File: src/rtl/mmprng_pkg.sv
// Package for the multi-mode pseudo-random generator.
// Holds mode codes, generator constants, boost cut tables and shared types.
// No dependencies.
package mmprng_pkg;

   localparam logic [2:0] MODE_XORSHIFT     = 3'd0;
   localparam logic [2:0] MODE_MINSTD       = 3'd1;
   localparam logic [2:0] MODE_LCG31        = 3'd2;
   localparam logic [2:0] MODE_LCG15        = 3'd3;
   localparam logic [2:0] MODE_LCG48        = 3'd4;
   localparam logic [2:0] MODE_PCG32        = 3'd5;
   localparam logic [2:0] MODE_SPLITMIX     = 3'd6;
   localparam logic [2:0] MODE_SPLITMIX_ALT = 3'd7;

   localparam logic KIND_RESEED = 1'b0;
   localparam logic KIND_DRAW   = 1'b1;

   localparam logic REDUCE_MOD   = 1'b0;
   localparam logic REDUCE_SCALE = 1'b1;

   localparam logic REG_GEN_MODE    = 1'b0;
   localparam logic REG_REDUCE_MODE = 1'b1;

   localparam logic [63:0] PCG_MULT = 64'd6364136223846793005;
   localparam logic [63:0] PCG_INC  = 64'd1442695040888963407;
   localparam logic [63:0] L48_MULT = 64'h5DEECE66D;
   localparam logic [63:0] L48_ADD  = 64'hB;
   localparam logic [63:0] L48_MASK = 64'hFFFFFFFFFFFF;
   localparam logic [63:0] MS_MULT  = 64'd48271;
   localparam logic [31:0] MS_MOD   = 32'd2147483647;
   localparam logic [63:0] LCG31_MULT = 64'd1103515245;
   localparam logic [63:0] LCG31_ADD  = 64'd12345;
   localparam logic [63:0] LCG15_MULT = 64'd214013;
   localparam logic [63:0] LCG15_ADD  = 64'd2531011;
   localparam logic [63:0] SM_GAMMA = 64'h9E3779B97F4A7C15;
   localparam logic [63:0] SM_MIX1  = 64'hBF58476D1CE4E5B9;
   localparam logic [63:0] SM_MIX2  = 64'h94D049BB133111EB;

   localparam int NUM_CUTS = 5;
   localparam logic [2:0] BOOST_NONE = 3'd5;

   typedef enum logic [2:0] {
      ST_IDLE,
      ST_MUL1,
      ST_MUL2,
      ST_REDUCE,
      ST_OUT
   } fsm_state_type;

   typedef struct packed {
      logic        start;
      logic [63:0] a;
      logic [63:0] b;
      logic [63:0] c;
   } mul_req_type;

   typedef struct packed {
      logic        start;
      logic [63:0] value;
      logic [2:0]  mode;
      logic        reduce_mode;
   } red_req_type;

   function automatic logic [63:0] cut_calc(logic [71:0] range, int idx);
      logic [71:0] r;
      begin
         r = '0;
         case (idx)
            0: r = (range * 72'd64) / 72'd125;
            1: r = (range * 72'd3) / 72'd4;
            2: r = (range * 72'd9) / 72'd10;
            3: r = (range * 72'd19) / 72'd20;
            default: r = (range * 72'd39) / 72'd40;
         endcase
         return r[63:0];
      end
   endfunction

   localparam logic [71:0] RANGE_32 = 72'd4294967296;
   localparam logic [71:0] RANGE_MS = 72'd2147483647;
   localparam logic [71:0] RANGE_31 = 72'd2147483648;
   localparam logic [71:0] RANGE_15 = 72'd32768;
   localparam logic [71:0] RANGE_64 = 72'd1 << 64;

   localparam logic [63:0] CUT_32 [0:4] = '{cut_calc(RANGE_32, 0), cut_calc(RANGE_32, 1),
      cut_calc(RANGE_32, 2), cut_calc(RANGE_32, 3), cut_calc(RANGE_32, 4)};
   localparam logic [63:0] CUT_MS [0:4] = '{cut_calc(RANGE_MS, 0), cut_calc(RANGE_MS, 1),
      cut_calc(RANGE_MS, 2), cut_calc(RANGE_MS, 3), cut_calc(RANGE_MS, 4)};
   localparam logic [63:0] CUT_31 [0:4] = '{cut_calc(RANGE_31, 0), cut_calc(RANGE_31, 1),
      cut_calc(RANGE_31, 2), cut_calc(RANGE_31, 3), cut_calc(RANGE_31, 4)};
   localparam logic [63:0] CUT_15 [0:4] = '{cut_calc(RANGE_15, 0), cut_calc(RANGE_15, 1),
      cut_calc(RANGE_15, 2), cut_calc(RANGE_15, 3), cut_calc(RANGE_15, 4)};
   localparam logic [63:0] CUT_64 [0:4] = '{cut_calc(RANGE_64, 0), cut_calc(RANGE_64, 1),
      cut_calc(RANGE_64, 2), cut_calc(RANGE_64, 3), cut_calc(RANGE_64, 4)};

   function automatic logic [63:0] cut_threshold(logic [2:0] mode, logic [2:0] idx);
      logic [63:0] t;
      begin
         t = '1;
         if (idx < 3'(NUM_CUTS)) begin
            case (mode)
               MODE_MINSTD: t = CUT_MS[idx];
               MODE_LCG31:  t = CUT_31[idx];
               MODE_LCG15:  t = CUT_15[idx];
               MODE_XORSHIFT, MODE_LCG48, MODE_PCG32: t = CUT_32[idx];
               default: t = CUT_64[idx];
            endcase
         end
         return t;
      end
   endfunction

   function automatic logic [31:0] xorshift_step(logic [31:0] x0);
      logic [31:0] x;
      begin
         x = x0 ^ (x0 << 13);
         x = x ^ (x >> 17);
         x = x ^ (x << 5);
         return x;
      end
   endfunction

   function automatic logic [31:0] minstd_fold(logic [47:0] p);
      logic [31:0] f;
      begin
         f = 32'(p[30:0]) + 32'(p[47:31]);
         if (f >= MS_MOD) begin
            f = f - MS_MOD;
         end
         return f;
      end
   endfunction

   function automatic logic [63:0] seed_state(logic [2:0] mode, logic [31:0] seed);
      logic [63:0] s;
      logic [31:0] f;
      begin
         s = {32'd0, seed};
         f = 32'(seed[30:0]) + 32'(seed[31]);
         if (f >= MS_MOD) begin
            f = f - MS_MOD;
         end
         case (mode)
            MODE_XORSHIFT: s = (seed == 32'd0) ? 64'd1 : {32'd0, seed};
            MODE_MINSTD:   s = (f == 32'd0) ? 64'd1 : {32'd0, f};
            MODE_LCG48:    s = ({32'd0, seed} ^ L48_MULT) & L48_MASK;
            default:       s = {32'd0, seed};
         endcase
         return s;
      end
   endfunction

   function automatic logic [31:0] pcg_output(logic [63:0] o);
      logic [31:0] xs;
      logic [63:0] dbl;
      begin
         xs = 32'(((o >> 18) ^ o) >> 27);
         dbl = {xs, xs} >> o[63:59];
         return dbl[31:0];
      end
   endfunction

endpackage

File: src/rtl/mmprng_mul.sv
// Shared 64-bit multiply-add unit: result = a * b + c modulo 2^64.
// Uses one 32x32 multiplier over three partial products.
// Depends on mmprng_pkg.
module mmprng_mul (
   input  logic                     clock,
   input  logic                     reset,
   input  mmprng_pkg::mul_req_type  req,
   output logic                     done,
   output logic [63:0]              result
);

   logic [63:0] a_ff, a_in;
   logic [63:0] b_ff, b_in;
   logic [63:0] acc_ff, acc_in;
   logic [63:0] prod_ff, prod_in;
   logic [1:0]  step_ff, step_in;
   logic        busy_ff, busy_in;
   logic        done_ff, done_in;
   logic [31:0] mul_a, mul_b;

   assign mul_a = (step_ff == 2'd2) ? a_ff[63:32] : a_ff[31:0];
   assign mul_b = (step_ff == 2'd1) ? b_ff[63:32] : b_ff[31:0];

   always_comb begin
      a_in    = a_ff;
      b_in    = b_ff;
      acc_in  = acc_ff;
      prod_in = prod_ff;
      step_in = step_ff;
      busy_in = busy_ff;
      done_in = 1'b0;
      if (req.start) begin
         a_in    = req.a;
         b_in    = req.b;
         acc_in  = req.c;
         step_in = 2'd0;
         busy_in = 1'b1;
      end else if (busy_ff) begin
         prod_in = 64'(mul_a) * 64'(mul_b);
         step_in = step_ff + 2'd1;
         case (step_ff)
            2'd0: acc_in = acc_ff;
            2'd1: acc_in = acc_ff + prod_ff;
            default: acc_in = acc_ff + (prod_ff << 32);
         endcase
         if (step_ff == 2'd3) begin
            busy_in = 1'b0;
            done_in = 1'b1;
         end
      end
   end

   always_ff @(posedge clock) begin
      a_ff    <= a_in;
      b_ff    <= b_in;
      acc_ff  <= acc_in;
      prod_ff <= prod_in;
      step_ff <= step_in;
      if (reset) begin
         busy_ff <= 1'b0;
         done_ff <= 1'b0;
      end else begin
         busy_ff <= busy_in;
         done_ff <= done_in;
      end
   end

   assign done   = done_ff;
   assign result = acc_ff;

endmodule

File: src/rtl/mmprng_reduce.sv
// Range reduction unit: position by byte-serial modulo 20 or by scaling,
// and boost class by one cut compare per cycle.
// Depends on mmprng_pkg.
module mmprng_reduce (
   input  logic                     clock,
   input  logic                     reset,
   input  mmprng_pkg::red_req_type  req,
   output logic                     done,
   output logic [4:0]               position,
   output logic [2:0]               boost_class
);

   logic [63:0] val_ff, val_in;
   logic [63:0] sh_ff, sh_in;
   logic [2:0]  mode_ff, mode_in;
   logic        rmode_ff, rmode_in;
   logic [4:0]  rem_ff, rem_in;
   logic [2:0]  cls_ff, cls_in;
   logic        found_ff, found_in;
   logic [2:0]  cnt_ff, cnt_in;
   logic [4:0]  pos_ff, pos_in;
   logic        busy_ff, busy_in;
   logic        fin_ff, fin_in;
   logic        done_ff, done_in;

   logic [12:0] x;
   logic [24:0] recip;
   logic [8:0]  q;
   logic [4:0]  rem_next;
   logic [68:0] t;
   logic [31:0] ms_r;
   logic [4:0]  scaled;

   assign x        = {rem_ff, 8'd0} + 13'(sh_ff[63:56]);
   assign recip    = 25'(x) * 25'd3277;
   assign q        = recip[24:16];
   assign rem_next = 5'(x - 13'(q) * 13'd20);
   assign t        = ({5'd0, val_ff} << 4) + ({5'd0, val_ff} << 2);
   assign ms_r     = 32'(t[30:0]) + 32'(t[35:31]);

   always_comb begin
      case (mode_ff)
         mmprng_pkg::MODE_XORSHIFT, mmprng_pkg::MODE_LCG48,
         mmprng_pkg::MODE_PCG32: scaled = t[36:32];
         mmprng_pkg::MODE_LCG31: scaled = t[35:31];
         mmprng_pkg::MODE_LCG15: scaled = t[19:15];
         mmprng_pkg::MODE_MINSTD:
            scaled = t[35:31] + ((ms_r >= mmprng_pkg::MS_MOD) ? 5'd1 : 5'd0);
         default: scaled = t[68:64];
      endcase
   end

   always_comb begin
      val_in   = val_ff;
      sh_in    = sh_ff;
      mode_in  = mode_ff;
      rmode_in = rmode_ff;
      rem_in   = rem_ff;
      cls_in   = cls_ff;
      found_in = found_ff;
      cnt_in   = cnt_ff;
      pos_in   = pos_ff;
      busy_in  = busy_ff;
      fin_in   = 1'b0;
      done_in  = 1'b0;
      if (req.start) begin
         val_in   = req.value;
         sh_in    = req.value;
         mode_in  = req.mode;
         rmode_in = req.reduce_mode;
         rem_in   = 5'd0;
         cls_in   = mmprng_pkg::BOOST_NONE;
         found_in = 1'b0;
         cnt_in   = 3'd0;
         busy_in  = 1'b1;
      end else if (busy_ff) begin
         sh_in  = sh_ff << 8;
         rem_in = rem_next;
         cnt_in = cnt_ff + 3'd1;
         if (!found_ff && val_ff < mmprng_pkg::cut_threshold(mode_ff, cnt_ff)) begin
            cls_in   = cnt_ff;
            found_in = 1'b1;
         end
         if (cnt_ff == 3'd7) begin
            busy_in = 1'b0;
            fin_in  = 1'b1;
         end
      end else if (fin_ff) begin
         pos_in  = (rmode_ff == mmprng_pkg::REDUCE_SCALE) ? scaled : rem_ff;
         done_in = 1'b1;
      end
   end

   always_ff @(posedge clock) begin
      val_ff   <= val_in;
      sh_ff    <= sh_in;
      mode_ff  <= mode_in;
      rmode_ff <= rmode_in;
      rem_ff   <= rem_in;
      cls_ff   <= cls_in;
      found_ff <= found_in;
      cnt_ff   <= cnt_in;
      pos_ff   <= pos_in;
      if (reset) begin
         busy_ff <= 1'b0;
         fin_ff  <= 1'b0;
         done_ff <= 1'b0;
      end else begin
         busy_ff <= busy_in;
         fin_ff  <= fin_in;
         done_ff <= done_in;
      end
   end

   assign done        = done_ff;
   assign position    = pos_ff;
   assign boost_class = cls_ff;

endmodule

File: src/rtl/multi_mode_prng_with_range_reduce.sv
// Top level of the multi-mode pseudo-random generator with range reduction.
// Instantiates mmprng_mul and mmprng_reduce; depends on mmprng_pkg.
//
// The request stream carries one item per handshake: tuser is the kind
// (reseed or draw) and tdata the 32-bit seed. A reseed item loads the
// generator state by the seeding rule of the selected mode and gives no
// result. A draw item advances the state and gives one response item with
// the raw output, a position 0..19 and a boost class 0..5.
// Two registers on the APB-style port select the generator and the
// position reduction; write them only while the block is idle.
// A reseed loads the state directly, except for pcg32, where it first runs
// one multiply-add. A draw runs no multiply-add for xorshift32, one for the
// other modes and two for splitmix64, each on the shared 32x32 multiplier;
// then the reduction unit takes eight byte steps, one to finish and one to
// register, and the output stage registers the response item.
// The block takes one item at a time; req_tready is high only while idle and
// rises again in the cycle the response valid rises.
// Reset clears the state, both registers and the response valid.
// When the receiver stalls, the response item is held in the output
// register and the block waits with its next result until it is taken.
module multi_mode_prng_with_range_reduce (
   input  logic        clock,
   input  logic        reset,
   input  logic        req_tvalid,
   output logic        req_tready,
   input  logic [31:0] req_tdata,   // [31:0] seed_value
   input  logic        req_tuser,   // [0] kind
   output logic        rsp_tvalid,
   input  logic        rsp_tready,
   output logic [71:0] rsp_tdata,   // [63:0] raw_output, [68:64] position, [71:69] boost_class
   input  logic        csr_psel,
   input  logic        csr_penable,
   input  logic        csr_pwrite,
   input  logic [2:0]  csr_paddr,
   input  logic [31:0] csr_pwdata,
   output logic [31:0] csr_prdata,
   output logic        csr_pready
);

   mmprng_pkg::fsm_state_type fsm_ff, fsm_in;
   logic [63:0] gen_state_ff, gen_state_in;
   logic [63:0] val_ff, val_in;
   logic        seeding_ff, seeding_in;
   logic [2:0]  mode_ff, mode_in;
   logic [4:0]  pos_ff, pos_in;
   logic [2:0]  cls_ff, cls_in;
   logic        rsp_valid_ff, rsp_valid_in;
   logic [71:0] rsp_data_ff, rsp_data_in;
   logic [2:0]  gen_mode_ff;
   logic        red_mode_ff;

   mmprng_pkg::mul_req_type mul_req;
   mmprng_pkg::red_req_type red_req;
   logic        mul_done;
   logic [63:0] mul_res;
   logic        red_done;
   logic [4:0]  red_pos;
   logic [2:0]  red_cls;

   logic        req_accept;
   logic        csr_write;
   logic        out_free;
   logic [31:0] xs_next;
   logic [63:0] sm_z;
   logic [31:0] ms_val;
   logic [63:0] l48_val;

   assign req_tready = (fsm_ff == mmprng_pkg::ST_IDLE);
   assign req_accept = req_tvalid && req_tready;
   assign csr_pready = 1'b1;
   assign csr_write  = csr_psel && csr_penable && csr_pwrite;
   assign out_free   = !rsp_valid_ff || rsp_tready;
   assign xs_next    = mmprng_pkg::xorshift_step(gen_state_ff[31:0]);
   assign sm_z       = gen_state_ff + mmprng_pkg::SM_GAMMA;
   assign ms_val     = mmprng_pkg::minstd_fold(mul_res[47:0]);
   assign l48_val    = mul_res & mmprng_pkg::L48_MASK;

   always_comb begin
      csr_prdata = 32'd0;
      unique case (csr_paddr[2])
         mmprng_pkg::REG_GEN_MODE:    csr_prdata = {29'd0, gen_mode_ff};
         mmprng_pkg::REG_REDUCE_MODE: csr_prdata = {31'd0, red_mode_ff};
         default: csr_prdata = 32'd0;
      endcase
   end

   mmprng_mul u_mul (
      .clock  (clock),
      .reset  (reset),
      .req    (mul_req),
      .done   (mul_done),
      .result (mul_res)
   );

   mmprng_reduce u_reduce (
      .clock       (clock),
      .reset       (reset),
      .req         (red_req),
      .done        (red_done),
      .position    (red_pos),
      .boost_class (red_cls)
   );

   always_comb begin
      fsm_in = fsm_ff;
      unique case (fsm_ff)
         mmprng_pkg::ST_IDLE: begin
            if (req_accept) begin
               if (req_tuser == mmprng_pkg::KIND_RESEED) begin
                  if (gen_mode_ff == mmprng_pkg::MODE_PCG32) begin
                     fsm_in = mmprng_pkg::ST_MUL1;
                  end
               end else if (gen_mode_ff == mmprng_pkg::MODE_XORSHIFT) begin
                  fsm_in = mmprng_pkg::ST_REDUCE;
               end else begin
                  fsm_in = mmprng_pkg::ST_MUL1;
               end
            end
         end
         mmprng_pkg::ST_MUL1: begin
            if (mul_done) begin
               if (seeding_ff) begin
                  fsm_in = mmprng_pkg::ST_IDLE;
               end else if (mode_ff == mmprng_pkg::MODE_SPLITMIX ||
                            mode_ff == mmprng_pkg::MODE_SPLITMIX_ALT) begin
                  fsm_in = mmprng_pkg::ST_MUL2;
               end else begin
                  fsm_in = mmprng_pkg::ST_REDUCE;
               end
            end
         end
         mmprng_pkg::ST_MUL2: begin
            if (mul_done) begin
               fsm_in = mmprng_pkg::ST_REDUCE;
            end
         end
         mmprng_pkg::ST_REDUCE: begin
            if (red_done) begin
               fsm_in = mmprng_pkg::ST_OUT;
            end
         end
         mmprng_pkg::ST_OUT: begin
            if (out_free) begin
               fsm_in = mmprng_pkg::ST_IDLE;
            end
         end
         default: fsm_in = mmprng_pkg::ST_IDLE;
      endcase
   end

   always_comb begin
      gen_state_in = gen_state_ff;
      val_in       = val_ff;
      seeding_in   = seeding_ff;
      mode_in      = mode_ff;
      pos_in       = pos_ff;
      cls_in       = cls_ff;
      rsp_valid_in = rsp_valid_ff && !rsp_tready;
      rsp_data_in  = rsp_data_ff;
      mul_req      = '0;
      red_req      = '0;
      unique case (fsm_ff)
         mmprng_pkg::ST_IDLE: begin
            if (req_accept) begin
               mode_in    = gen_mode_ff;
               seeding_in = (req_tuser == mmprng_pkg::KIND_RESEED);
               if (req_tuser == mmprng_pkg::KIND_RESEED) begin
                  if (gen_mode_ff == mmprng_pkg::MODE_PCG32) begin
                     mul_req.start = 1'b1;
                     mul_req.a     = mmprng_pkg::PCG_INC + {32'd0, req_tdata};
                     mul_req.b     = mmprng_pkg::PCG_MULT;
                     mul_req.c     = mmprng_pkg::PCG_INC;
                  end else begin
                     gen_state_in = mmprng_pkg::seed_state(gen_mode_ff, req_tdata);
                  end
               end else begin
                  mul_req.start = 1'b1;
                  mul_req.a     = {32'd0, gen_state_ff[31:0]};
                  case (gen_mode_ff)
                     mmprng_pkg::MODE_XORSHIFT: begin
                        mul_req.start = 1'b0;
                        gen_state_in  = {32'd0, xs_next};
                        val_in        = {32'd0, xs_next};
                     end
                     mmprng_pkg::MODE_MINSTD: begin
                        mul_req.b = mmprng_pkg::MS_MULT;
                     end
                     mmprng_pkg::MODE_LCG31: begin
                        mul_req.b = mmprng_pkg::LCG31_MULT;
                        mul_req.c = mmprng_pkg::LCG31_ADD;
                     end
                     mmprng_pkg::MODE_LCG15: begin
                        mul_req.b = mmprng_pkg::LCG15_MULT;
                        mul_req.c = mmprng_pkg::LCG15_ADD;
                     end
                     mmprng_pkg::MODE_LCG48: begin
                        mul_req.a = gen_state_ff;
                        mul_req.b = mmprng_pkg::L48_MULT;
                        mul_req.c = mmprng_pkg::L48_ADD;
                     end
                     mmprng_pkg::MODE_PCG32: begin
                        mul_req.a = gen_state_ff;
                        mul_req.b = mmprng_pkg::PCG_MULT;
                        mul_req.c = mmprng_pkg::PCG_INC;
                        val_in    = {32'd0, mmprng_pkg::pcg_output(gen_state_ff)};
                     end
                     default: begin
                        gen_state_in = sm_z;
                        mul_req.a    = sm_z ^ (sm_z >> 30);
                        mul_req.b    = mmprng_pkg::SM_MIX1;
                     end
                  endcase
                  red_req.start = (gen_mode_ff == mmprng_pkg::MODE_XORSHIFT);
               end
            end
         end
         mmprng_pkg::ST_MUL1: begin
            if (mul_done) begin
               if (seeding_ff) begin
                  gen_state_in = mul_res;
               end else begin
                  red_req.start = 1'b1;
                  case (mode_ff)
                     mmprng_pkg::MODE_MINSTD: begin
                        gen_state_in = {32'd0, ms_val};
                        val_in       = {32'd0, ms_val};
                     end
                     mmprng_pkg::MODE_LCG31: begin
                        gen_state_in = {32'd0, mul_res[31:0]};
                        val_in       = {33'd0, mul_res[31:1]};
                     end
                     mmprng_pkg::MODE_LCG15: begin
                        gen_state_in = {32'd0, mul_res[31:0]};
                        val_in       = {49'd0, mul_res[30:16]};
                     end
                     mmprng_pkg::MODE_LCG48: begin
                        gen_state_in = l48_val;
                        val_in       = l48_val >> 16;
                     end
                     mmprng_pkg::MODE_PCG32: begin
                        gen_state_in = mul_res;
                     end
                     default: begin
                        red_req.start = 1'b0;
                        mul_req.start = 1'b1;
                        mul_req.a     = mul_res ^ (mul_res >> 27);
                        mul_req.b     = mmprng_pkg::SM_MIX2;
                     end
                  endcase
               end
            end
         end
         mmprng_pkg::ST_MUL2: begin
            if (mul_done) begin
               val_in        = mul_res ^ (mul_res >> 31);
               red_req.start = 1'b1;
            end
         end
         mmprng_pkg::ST_REDUCE: begin
            if (red_done) begin
               pos_in = red_pos;
               cls_in = red_cls;
            end
         end
         mmprng_pkg::ST_OUT: begin
            if (out_free) begin
               rsp_valid_in = 1'b1;
               rsp_data_in  = {cls_ff, pos_ff, val_ff};
            end
         end
         default: rsp_valid_in = rsp_valid_ff && !rsp_tready;
      endcase
      red_req.value       = val_in;
      red_req.mode        = mode_in;
      red_req.reduce_mode = red_mode_ff;
   end

   always_ff @(posedge clock) begin
      val_ff      <= val_in;
      mode_ff     <= mode_in;
      pos_ff      <= pos_in;
      cls_ff      <= cls_in;
      rsp_data_ff <= rsp_data_in;
      if (reset) begin
         fsm_ff       <= mmprng_pkg::ST_IDLE;
         gen_state_ff <= 64'd0;
         seeding_ff   <= 1'b0;
         rsp_valid_ff <= 1'b0;
         gen_mode_ff  <= 3'd0;
         red_mode_ff  <= 1'b0;
      end else begin
         fsm_ff       <= fsm_in;
         gen_state_ff <= gen_state_in;
         seeding_ff   <= seeding_in;
         rsp_valid_ff <= rsp_valid_in;
         if (csr_write) begin
            if (csr_paddr[2] == mmprng_pkg::REG_GEN_MODE) begin
               gen_mode_ff <= csr_pwdata[2:0];
            end else begin
               red_mode_ff <= csr_pwdata[0];
            end
         end
      end
   end

   assign rsp_tvalid = rsp_valid_ff;
   assign rsp_tdata  = rsp_data_ff;

endmodule

File: config.mk
export PLATFORM = sky130hd
export DESIGN_NAME = multi_mode_prng_with_range_reduce
export DESIGN_NICKNAME = d
export VERILOG_FILES = /design/src/rtl/mmprng_pkg.sv /design/src/rtl/mmprng_mul.sv /design/src/rtl/mmprng_reduce.sv /design/src/rtl/multi_mode_prng_with_range_reduce.sv
export SDC_FILE = /design/constraint.sdc
export NUM_CORES = 2
export LEC_CHECK = 0
export BUFFER_PORTS_ARGS = -buffer_cell sky130_fd_sc_hd__buf_2
export CELL_PAD_IN_SITES_DETAIL_PLACEMENT = 1
export CELL_PAD_IN_SITES_GLOBAL_PLACEMENT = 1
export CORE_MARGIN = 2
export CORE_UTILIZATION = 35
export DETAILED_ROUTE_END_ITERATION = 7
export PLACE_DENSITY = 0.6
export SYNTH_ARGS = -nofsm -noshare
export SYNTH_HDL_FRONTEND = slang
export SYNTH_SLANG_ARGS = --single-unit
File: constraint.sdc
create_clock -name clock -period 21.8 [get_ports clock]
set_clock_uncertainty 0.1 [all_clocks]
set_input_delay 4.36 -clock clock [delete_from_list [all_inputs] [get_ports clock]]
set_output_delay 4.36 -clock clock [all_outputs]
set_load 0.05 [all_outputs]
Yosys cells after proc, flatten, opt, wreduce, memory -nomap -nowiden
Memories as Yosys holds them, arrays and structs flattened. Cells that the tools add are included.

Add/subtract/negate cells: 15. $mul: 3. Divide/modulo/power cells: 0. Magnitude comparators: 6. Eq/ne operators: 35. Shift-type cells: 1. Muxes and demuxes: 93. Bitwise logic cells: 15. Reductions and logical operators: 39.

Operators with widths (count): $mux 64 (28); $pmux 64 s4 (3); $pmux 64 s2 (5); $mux 193 (3); $mux 129 (3); $pmux 64 s6 (1); $mux 32 (10); $pmux 129 s2 (1); $pmux 61 s4 (1); $pmux 64 s3 (1); $add 64x64->64 (2); $pmux 35 s3 (1); $ge 32x31->1 const B (3); $add 68x66->69 (1); $add 64x64->64 const B (1); $logic_not 32->1 (2); $lt 64x64->1 (1); $mul 32x32->64 (1); $pmux 32 s2 (1); $shr 64x5->32 (1); $sub 32x31->32 const B (2); $xor 32x32->32 (2); $xor 64x33->64 (1); $xor 64x34->64 (1); 49 further kinds (131).

Flip-flop bits (word level): 632. Bits in latches: 0. Memory bits (writable): 0. ROM bits: 2560. Bits of input ports: 75. Output and inout bits: 107. Word-level logic and storage cells: 242. Memories: 5.

Memories: (name not given) (depth 8, bits a word 64, read ports 1, clocked after memory_dff 0, wr ports 0, RTL line mmprng_pkg.sv:102) `MODE_MINSTD: t = CUT_MS[idx];`; (name not given) (depth 8, bits a word 64, read ports 1, clocked after memory_dff 0, wr ports 0, RTL line mmprng_pkg.sv:103) `MODE_LCG31: t = CUT_31[idx];`; (name not given) (depth 8, bits a word 64, read ports 1, clocked after memory_dff 0, wr ports 0, RTL line mmprng_pkg.sv:104) `MODE_LCG15: t = CUT_15[idx];`; (name not given) (depth 8, bits a word 64, read ports 1, clocked after memory_dff 0, wr ports 0, RTL line mmprng_pkg.sv:105) `MODE_XORSHIFT, MODE_LCG48, MODE_PCG32: t = CUT_32[idx];`; (name not given) (depth 8, bits a word 64, read ports 1, clocked after memory_dff 0, wr ports 0, RTL line mmprng_pkg.sv:106) `default: t = CUT_64[idx];`.

Logic depth before layout (Yosys ltp)
Depth in word-level cells: 14. Mapped depth: 35. Mapped depth without buffers: 32.

Modules after synthesis
A second synthesis with hierarchy kept.

Cell total of the unflattened synthesis: 9303. Area, all modules: 82759.4 µm².

Modules (own cells, without submodules): mmprng_mul (instances 1, cells each 5077, area each 47320.4 µm², sequential area each 7767.4 µm²); multi_mode_prng_with_range_reduce (instances 1, cells each 2954, area each 22153.7 µm², sequential area each 5205.0 µm²); mmprng_reduce (instances 1, cells each 1272, area each 13285.2 µm², sequential area each 4414.2 µm²).

Worst setup path before layout
No wires, ideal clock.

Path kind: input to register. From: input rsp_tready. To: register rsp_data_ff[0], in the netlist rsp_tdata[0] (enable). Arrival: 11223 ps. Required time: 21020 ps. Slack: 9798 ps. Stages: 2. Cell sequence: nor2b_1 -> nor4_1.

Cells in the longest elaborated chain, start to end: 2.

Ends and longest elaborated chain: start: declaration (RTL line multi_mode_prng_with_range_reduce.sv:29) `input logic rsp_tready,`; $logic_or 1x1->1 (RTL line multi_mode_prng_with_range_reduce.sv:72) `assign out_free = !rsp_valid_ff || rsp_tready;`; $reduce_and 2->1 (no line); end signal: assignment (RTL line multi_mode_prng_with_range_reduce.sv:283) `rsp_data_ff <= rsp_data_in;`; end: declaration (RTL line multi_mode_prng_with_range_reduce.sv:48) `logic [71:0] rsp_data_ff, rsp_data_in;`.

No other way between the ends. A chain may end at the register's enable or synchronous reset.

Worst setup path after layout
From: register u_mul.step_ff[0]. To: register u_mul.prod_ff[58], data pin.

Cells in the longest elaborated chain, start to end: 3. Elaborated cells on any way between the ends: 5. Those cells by class: mul: 1; eq/ne: 2; mux: 2.

Ends and longest elaborated chain: start: declaration (RTL line mmprng_mul.sv:16) `logic [1:0] step_ff, step_in;`; start signal: assignment (RTL line mmprng_mul.sv:58) `step_ff <= step_in;`; $eq 2x2->1 / $eq 2x1->1 (equally long branches) (RTL line mmprng_mul.sv:21, mmprng_mul.sv:22); $mux 32, on equally long branches (RTL line mmprng_mul.sv:21, mmprng_mul.sv:22); $mul 32x32->64 (*) (RTL line mmprng_mul.sv:39) `prod_in = 64'(mul_a) * 64'(mul_b);`; end signal: assignment (RTL line mmprng_mul.sv:57) `prod_ff <= prod_in;`; end: declaration (RTL line mmprng_mul.sv:15) `logic [63:0] prod_ff, prod_in;`.

Every way passes the cells marked *; elsewhere a longest branch is shown, timed or not.

==> impl_metrics.toml <==
[run_status]
status = "finished with violations"
violations = "max-capacitance violations"

[clock_tree]
cts_buffers = 70
clock_latency_ns = 0.71
cts_resized = 0
post_cts_buffers = 0
root_buffer = "clkbuf_16"
path_clk_slew_ns = 0.06
clockBufferDepth = 3
hold_buffers = 0
htreeDepth = 3
cts_tree = "built"
cts_sinks = 601

[route]
via_per_inst = 5.849
wl_met3_mm = 27.05
routed_wl_mm = 359.5
drc = 0
highest_layer = "met5"
drt-met1-wl_mm = 155.9
drt_pre_antenna_iters = 6
vias = 70150
routed-wl-met2_mm = 159.7
postRouteAntennaNets = 0
avgRoutedWirePerCell_um = 29.98
first_iter_violations = 6365

[critical_path]
crit_top_cell = "fa_1"
reg2reg_from = "u_mul.step_ff[0]$_SDFFE_PP0P_"
path_class = "register to register"
cp.required_ns = 22.20
crit_arrival_ns = 12.34
critPathMaxFanout = 60
max_stage_delay_ns = 1.06
startpoint = "u_mul.step_ff[0]$_SDFFE_PP0P_"
cp-start-kind = "register"
reg2regPathDepth = 30
crit_slowest_cell = "mux2i_2"
end_kind = "register"

[cells_and_area]
seq_area_um2 = 16460
area_growth_pct = 8.278
nFillCells = 26320
nNetsFinal = 10520
final_util_pct = 38.12
drive_gt1_share_pct = 7.653
multi_input_area_um2 = 58000

[floorplanning]
dieArea_um2 = 232700
initial_core_util_pct = 35.21
io_pins = 182
core_um2 = 227500
die_x_um = 482.4
num_rows = 175
die_h_um = 482.4

[min_path]
hold_path_class = "register to register"
hold_path_depth = 0
hp-start = "cls_ff[2]$_DFFE_PP_"

[grt]
grt_usage_pct = 30.57
overflow = 0
grt_pass1_wl_mm = 516.4
grt_pass1_vias = 72600
antenna_found_initial = 21
grt_max_degree = 79

[sta]
max_freq_mhz = 83.78
setup_viol = 0
worst_hold_slack_ns = 0.3194
worst_slew_pin_slew_ns = 1.481
slew_violations = 0
rsz0062_at_grt = "no"
period_share_pct = 54.76
hold_viol = 0
relSlewSlack_pct = 0.6159
finalCriticalPeriod_ns = 11.94
tns_ns = 0

[synth]
ys_warn_count = 0
synth_top_area_share_pct = 23.52
async_flop_share_pct = 0
synth_cell_types = 101
synth_area_leaders = "fa_1, edfxtp_1, ha_1"
synth_area_um2 = 80090
synth-edff-count = 442
synth_common_cells = "nor2_1, inv_1, fa_1"
yosysMostFrequentCell = "nor2_1"
ys_seq_area_share_pct = 20.55
synth-seq-cells = 601
synthFlopType = "edfxtp_1"
syn-mean-instance-area_um2 = 8.865
yosys.area.top_type = "fa_1"
syn_inst = 9035

[flow_run]
maxCapViolations = 1

[placed_design]
hpwlAfterDp_mm = 281.7
place.gp.congestion = 0.9959
io_buffers = 120
-- cell type report --
| type | count | share of cell area (%) |
|---|---|---|
| antenna | 7 | 0.02020 |
| clock buffer | 100 | 2.232 |
| clock inverter | 29 | 0.4660 |
| inverter | 1035 | 4.488 |
| multi-input combinational | 6872 | 66.88 |
| sequential | 601 | 18.98 |
| tap | 3009 | 4.341 |
| timing repair buffer | 340 | 2.597 |
-- metal layers --
metal	global-route usage, %	up-vias
met3	5.116	615
li1	-	30310
met2	47.57	2696
met5	0	-
met4	12.34	4
met1	42.16	36520
-- worst max-delay path, delay by kind of cell, from the launching register on --
family / cells / cell delay (ns)
buf+inv: 7 / 1.67
flops: 1 / 0.38
fa+ha+maj: 10 / 4.25
mux: 1 / 1.06
simple gates: 2 / 0.18
compound gates: 10 / 4.00
-- logic make-up (layout without fill, tap and decap cells) --
group                    count (synthesis)  in the layout  synth area share (%)
other                                    2             37              0.009377
multiplexers                           237            237                 3.434
buffers and inverters                 1590           1504                 7.614
flip-flops                             601            601                 20.55
XOR/XNOR                               541            541                 5.916
AND/OR/NAND/NOR                       2632           2632                 14.21
AO/OA/AOI/OAI                         1904           1904                 15.58
adder cells (fa/ha/maj)               1528           1528                 32.69
-- sequential cells by signal, indices dropped and copies added, names as in the netlist, 33 cells and up --
register         count
u_mul.result        64
gen_state_ff        64
val_ff              64
u_mul.prod_ff       64
u_mul.b_ff          33
u_reduce.val_ff     64
u_mul.a_ff          64
u_reduce.sh_ff      64
rsp_tdata           72
-- metrics by stage --
stage	cells	cell area, um2	worst slack, ns
after global routing	11990	86710	9.575
final	11990	86720	9.863
after detailed placement	11860	84360	10.21
after CTS	11990	86700	10.11
after global placement	11860	84360	10.35
after floorplan	9063	80200	9.798
-- final timing paths --
kind	slack, ns	to
max	9.86	u_mul.prod_ff[58]$_DFFE_PP_
min	0.32	rsp_tdata[71]$_DFFE_PP_
max reg2reg	9.86	u_mul.prod_ff[58]$_DFFE_PP_
min reg2reg	0.32	rsp_tdata[71]$_DFFE_PP_
-- cell usage in the layout (no fill, tap or decap), types with 42 or more instances in the layout --
cell	n
o21bai_1	48
mux2_2	91
a221oi_1	49
xnor2_1	333
buf_2	120
inv_1	1029
a211oi_1	60
dfxtp_1	157
a31oi_1	58
edfxtp_1	442
fa_1	941
nand4_1	62
o22ai_1	45
ha_1	585
o211ai_1	59
o21a_1	49
o21ai_0	419
nand3_1	127
nor3_1	101
nand2_1	842
nand2b_1	54
clkbuf_16	71
nor2_1	1122
nor2b_1	65
buf_4	220
mux2i_1	97
and3_1	42
a22oi_1	52
a21o_1	177
xor2_1	208
a21oi_1	479
Power is not shown: default switching activity piles up to over one toggle a cycle in this logic, so the estimate is an artifact.
